[config.mk]
export PLATFORM = sky130hd
export DESIGN_NAME = gn3d_fade
export DESIGN_NICKNAME = d
export VERILOG_FILES = /design/src/hw/rtl/gn3d_pkg.sv /design/src/hw/rtl/gn3d_fade.sv
export SDC_FILE = /design/constraint.sdc
export NUM_CORES = 2
export LEC_CHECK = 0
export ABC_AREA = 1
export BUFFER_PORTS_ARGS = -buffer_cell sky130_fd_sc_hd__buf_2
export CAP_MARGIN = 20
export CELL_PAD_IN_SITES_DETAIL_PLACEMENT = 1
export CELL_PAD_IN_SITES_GLOBAL_PLACEMENT = 2
export CORE_MARGIN = 10
export CORE_UTILIZATION = 38
export CTS_CLUSTER_DIAMETER = 120
export DETAILED_ROUTE_END_ITERATION = 16
export GPL_TIMING_DRIVEN = 0
export PLACE_DENSITY = 0.82
export SYNTH_ARGS = -nofsm -noshare
export SYNTH_HDL_FRONTEND = slang
export SYNTH_SLANG_ARGS = --single-unit
[constraint.sdc]
create_clock -name clk -period 8.8 [get_ports clk]
set_input_delay 0.88 -clock clk [delete_from_list [all_inputs] [get_ports clk]]
set_output_delay 0.88 -clock clk [all_outputs]
set_load 0.01 [all_outputs]
[src/hw/rtl/gn3d_pkg.sv]
package gn3d_pkg;

  // Width of a lattice cell index and of a permutation entry.
  localparam int CELL_BITS = 8;
  localparam int COORD_BITS = 24;

  // Reference permutation; indices wrap at the table size.
  localparam logic [CELL_BITS-1:0] PERM [0:255] = '{
    8'd151, 8'd160, 8'd137, 8'd91,  8'd90,  8'd15,  8'd131, 8'd13,
    8'd201, 8'd95,  8'd96,  8'd53,  8'd194, 8'd233, 8'd7,   8'd225,
    8'd140, 8'd36,  8'd103, 8'd30,  8'd69,  8'd142, 8'd8,   8'd99,
    8'd37,  8'd240, 8'd21,  8'd10,  8'd23,  8'd190, 8'd6,   8'd148,
    8'd247, 8'd120, 8'd234, 8'd75,  8'd0,   8'd26,  8'd197, 8'd62,
    8'd94,  8'd252, 8'd219, 8'd203, 8'd117, 8'd35,  8'd11,  8'd32,
    8'd57,  8'd177, 8'd33,  8'd88,  8'd237, 8'd149, 8'd56,  8'd87,
    8'd174, 8'd20,  8'd125, 8'd136, 8'd171, 8'd168, 8'd68,  8'd175,
    8'd74,  8'd165, 8'd71,  8'd134, 8'd139, 8'd48,  8'd27,  8'd166,
    8'd77,  8'd146, 8'd158, 8'd231, 8'd83,  8'd111, 8'd229, 8'd122,
    8'd60,  8'd211, 8'd133, 8'd230, 8'd220, 8'd105, 8'd92,  8'd41,
    8'd55,  8'd46,  8'd245, 8'd40,  8'd244, 8'd102, 8'd143, 8'd54,
    8'd65,  8'd25,  8'd63,  8'd161, 8'd1,   8'd216, 8'd80,  8'd73,
    8'd209, 8'd76,  8'd132, 8'd187, 8'd208, 8'd89,  8'd18,  8'd169,
    8'd200, 8'd196, 8'd135, 8'd130, 8'd116, 8'd188, 8'd159, 8'd86,
    8'd164, 8'd100, 8'd109, 8'd198, 8'd173, 8'd186, 8'd3,   8'd64,
    8'd52,  8'd217, 8'd226, 8'd250, 8'd124, 8'd123, 8'd5,   8'd202,
    8'd38,  8'd147, 8'd118, 8'd126, 8'd255, 8'd82,  8'd85,  8'd212,
    8'd207, 8'd206, 8'd59,  8'd227, 8'd47,  8'd16,  8'd58,  8'd17,
    8'd182, 8'd189, 8'd28,  8'd42,  8'd223, 8'd183, 8'd170, 8'd213,
    8'd119, 8'd248, 8'd152, 8'd2,   8'd44,  8'd154, 8'd163, 8'd70,
    8'd221, 8'd153, 8'd101, 8'd155, 8'd167, 8'd43,  8'd172, 8'd9,
    8'd129, 8'd22,  8'd39,  8'd253, 8'd19,  8'd98,  8'd108, 8'd110,
    8'd79,  8'd113, 8'd224, 8'd232, 8'd178, 8'd185, 8'd112, 8'd104,
    8'd218, 8'd246, 8'd97,  8'd228, 8'd251, 8'd34,  8'd242, 8'd193,
    8'd238, 8'd210, 8'd144, 8'd12,  8'd191, 8'd179, 8'd162, 8'd241,
    8'd81,  8'd51,  8'd145, 8'd235, 8'd249, 8'd14,  8'd239, 8'd107,
    8'd49,  8'd192, 8'd214, 8'd31,  8'd181, 8'd199, 8'd106, 8'd157,
    8'd184, 8'd84,  8'd204, 8'd176, 8'd115, 8'd121, 8'd50,  8'd45,
    8'd127, 8'd4,   8'd150, 8'd254, 8'd138, 8'd236, 8'd205, 8'd93,
    8'd222, 8'd114, 8'd67,  8'd29,  8'd24,  8'd72,  8'd243, 8'd141,
    8'd128, 8'd195, 8'd78,  8'd66,  8'd215, 8'd61,  8'd156, 8'd180
  };

  // Pipeline stage enables handed to the fade units (stages two to five).
  typedef struct packed {
    logic s2;
    logic s3;
    logic s4;
    logic s5;
  } gn3d_adv_t;

endpackage

[src/hw/rtl/gn3d_fade.sv]
module gn3d_fade
  import gn3d_pkg::*;
#(
  parameter int FRAC_BITS = 16
) (
  input  logic                 clk,
  input  gn3d_adv_t            adv,
  input  logic [FRAC_BITS-1:0] frac,
  output logic [FRAC_BITS:0]   weight
);

  // Quintic fade 6t^5-15t^4+10t^3 in Horner form, one rounded product per stage.
  localparam int AW = FRAC_BITS + 6;
  localparam int PW = AW + FRAC_BITS + 2;
  localparam logic signed [AW-1:0] ONE = AW'(1) <<< FRAC_BITS;

  function automatic logic signed [AW-1:0] mulq(input logic signed [AW-1:0] a,
                                               input logic [FRAC_BITS-1:0] f);
    logic signed [PW-1:0] p;
    p = PW'(a) * PW'($signed({1'b0, f}));
    p = p + (PW'(1) <<< (FRAC_BITS - 1));
    return AW'(p >>> FRAC_BITS);
  endfunction

  logic signed [AW-1:0]  acc0;
  logic signed [AW-1:0]  acc4;
  logic signed [AW-1:0]  a2, a3, a4;
  logic [FRAC_BITS-1:0]  f2, f3, f4;

  always_comb begin
    acc0 = AW'($signed({1'b0, frac})) * AW'(6) - ONE * AW'(15);
    acc4 = mulq(a4, f4);
  end

  always_ff @(posedge clk) begin
    if (adv.s2) begin
      a2 <= mulq(acc0, frac) + ONE * AW'(10);
      f2 <= frac;
    end
    if (adv.s3) begin
      a3 <= mulq(a2, f2);
      f3 <= f2;
    end
    if (adv.s4) begin
      a4 <= mulq(a3, f3);
      f4 <= f3;
    end
    if (adv.s5) begin
      if (acc4 < 0) begin
        weight <= '0;
      end else if (acc4 > ONE) begin
        weight <= (FRAC_BITS+1)'(ONE);
      end else begin
        weight <= (FRAC_BITS+1)'(acc4);
      end
    end
  end

endmodule

==> impl_metrics.ini <==
[final_layout]
final_nets = 8782
drive_above_1_share = 0.0257
n_fill_cell = 18000
multi_input_area_um2 = 43800
postLayoutCoreUtil = 0.408
final-seq-area_um2 = 3930
area_delta_synth_final_pct = 6.35
diodes = 0

[logic_synthesis]
synth.distinct_cells = 47
syn_avg_cell_area_um2 = 8.24
synth_cells = 6897
synthArstFlopShare = 0
synth_edf_count = 131
yosys.area.top_type = fa_1
ys_warn_count = 0
yosysTopAreaCellShare = 0.476
synth-main-ff-cell = edfxtp_1
syn-cell-area_um2 = 56800
ys_seq_area_frac = 0.0692
synth_fp_nets = 8717
ys_top_cells_by_area = fa_1 48%, inv_1 15%, nand2_1 10%, ha_1 9.9%, edfxtp_1 6.9%
ys_ff_latch = 131

[floorplan]
core-area_um2 = 148000
rows = 141
die_area_um2 = 165000
die_h_um = 407
die_w_um = 407
initial_core_util = 0.383
io_pins = 38

[global_route]
grt_pass1_wl_mm = 286
grt_overflow = 0
globalRouteMet3Util = 0.0284
grt_antenna_before_repair = 4
grt.busiest_layer = met2
track_usage = 0.225
met1_usage = 0.298
use_met2 = 0.382
grt_pass1_vias = 49500
grt_max_degree = 39

[job]
drv_cap = 0

[timing]
max_clock_freq_mhz = 118
worst_slack_ns = 0.335
tightest_slew_ns = 1.03
hold_violations = 0
skew_ns = 0.0147
slew_viol_final = 0
period_needed_ns = 8.46
setup_viol = 0
fin_crit_sh = 0.962
slew-limit-headroom = 0.308

[setup_path]
end_kind = flop
max_stage_delay_ns = 0.53
worst_ep_required_time_ns = 9.08
slowest_stage = fa_1
worstPathMaxFanout = 10
critPathLaunchType = primary input
worstSetupPathType = in2reg
cp_common_cell = nand2_1
cp.arrival_ns = 8.74

[clocking]
ctsHoldBuffers = 0
cts-buffers-inserted = 17
clockBufferDepth = 2
clock-root-buffer = clkbuf_16
tritoncts = done
cts_max_level = 4
cts_sinks = 131
clkTransAtPathRegs_ns = 0.07
clock_latency_ns = 0.51

[routing]
wl_per_cell_um = 20.1
ant_nets = 0
drt-initial-drc-count = 2146
drc = 0
vias = 43300
wirelength_mm = 179
vias_per_cell = 4.86
firstDrtPassIters = 5

[placement]
place_hpwl_mm = 158
place_ws_ns = -1.90
gp_congestion = 0.918
port_buffers = 37

[status]
status = finished, final reports clean

[worst_hold_path]
hold_class = reg2reg
==> metrics by stage <==
step	instance area (um2)	std cells	TNS, ns	hold WS (ns)
after detailed placement	59400	8865	-25.13	0.618
after floorplan	56800	6897	0	0.469
final	60400	8905	0	0.634
after global routing	60400	8905	-0.0449	0.659
after CTS	60100	8900	0	0.628
after global placement	59400	8864	-26.59	0.618
==> cell usage after synthesis (5+ instances only) <==
cell         n
inv_1     2221
nand2_1   1569
fa_1      1350
ha_1       449
nor2_1     298
clkbuf_1   216
a21oi_1    169
edfxtp_1   131
o21ai_0     74
nand3_1     69
xor2_1      66
xnor2_1     54
buf_1       40
nand4_1     22
nor3_1      17
a31oi_1     14
nor2_2      13
o21a_1      13
or2_2       13
o21bai_1    12
a21o_1       8
nand3b_1     8
nor4_1       8
clkinv_1     7
o221ai_1     7
a221oi_1     5
nand2_2      5
==> cell families after synthesis <==
logic type,after synthesis,share of synthesized area
compound gates,326,0.0326
flops,131,0.0692
fa+ha+maj,1799,0.575
xor+xnor,122,0.0191
simple gates,2030,0.140
buf+inv,2489,0.165
==> final timing paths <==
check,start,endpoint,slack [ns],cells past startpoint
worst min-delay path,f3[14],f4[14],0.63,0
worst max-delay path,frac[1],a2[21],0.34,41
worst max register to register,a4[10],weight[13],1.01,26
worst min register to register,f3[14],f4[14],0.63,0
==> cell usage in the layout (no fill, tap or decap), types with 6 or more instances in the layout <==
cell / netlist / final
o221ai_1: 7 / 7
buf_2: 3 / 37
nand2_2: 5 / 11
ha_1: 449 / 439
nand4_1: 22 / 22
buf_4: 0 / 12
o21bai_1: 12 / 12
nor2_1: 298 / 291
o21ai_0: 74 / 67
xor2_1: 66 / 60
edfxtp_1: 131 / 131
nor4_1: 8 / 8
a21oi_2: 1 / 6
nor3_1: 17 / 15
ha_4: 0 / 7
or2_2: 13 / 13
nand2_1: 1569 / 1563
clkbuf_16: 0 / 17
a31oi_1: 14 / 14
clkbuf_1: 216 / 212
nand3_1: 69 / 68
a21oi_1: 169 / 163
buf_1: 40 / 39
xnor2_1: 54 / 53
nor2_2: 13 / 19
inv_1: 2221 / 2217
nand3b_1: 8 / 8
a21o_1: 8 / 8
fa_1: 1350 / 1349
o21a_1: 13 / 13
==> layout make-up <==
cell class / count / share of cell area
Multi-Input combinational cell: 4277 / 0.725
Inverter: 2229 / 0.139
Sequential cell: 131 / 0.0651
Tap cell: 1930 / 0.0400
Buffer: 258 / 0.0165
Clock buffer: 18 / 0.00710
Timing Repair Buffer: 48 / 0.00476
Clock inverter: 14 / 0.00238
==> worst max-delay path, delay by kind of cell <==
kind	cells	cell delay [ns]
adders and majority gates	11	4.30
xor gates and xnor gates	1	0.17
and+or+nand+nor	15	1.59
AOI/OAI and AO/OA	4	0.69
buffers and inverters	10	1.09
==> sequential cells by signal, indices dropped and copies added, names as in the netlist <==
register / cells
weight: 17
a3: 22
a2: 22
f3: 16
f4: 16
a4: 22
f2: 16
==> timing repair <==
action                                  in CTS  in global routing
endpoints found under the setup margin      20                 11
endpoints found under the hold margin        0                  0
pin swaps                                    2                  4
setup buffers                                4                  6
resized for setup                           32                 57
==> layer usage <==
layer,vias up,part of all wire
met5,-,0.00025
met3,258,0.046
met1,22500,0.44
li1,19600,-
met2,895,0.48
met4,6,0.037
Power is not shown: default switching activity piles up to over one toggle a cycle in this logic, so the estimate is an artifact.
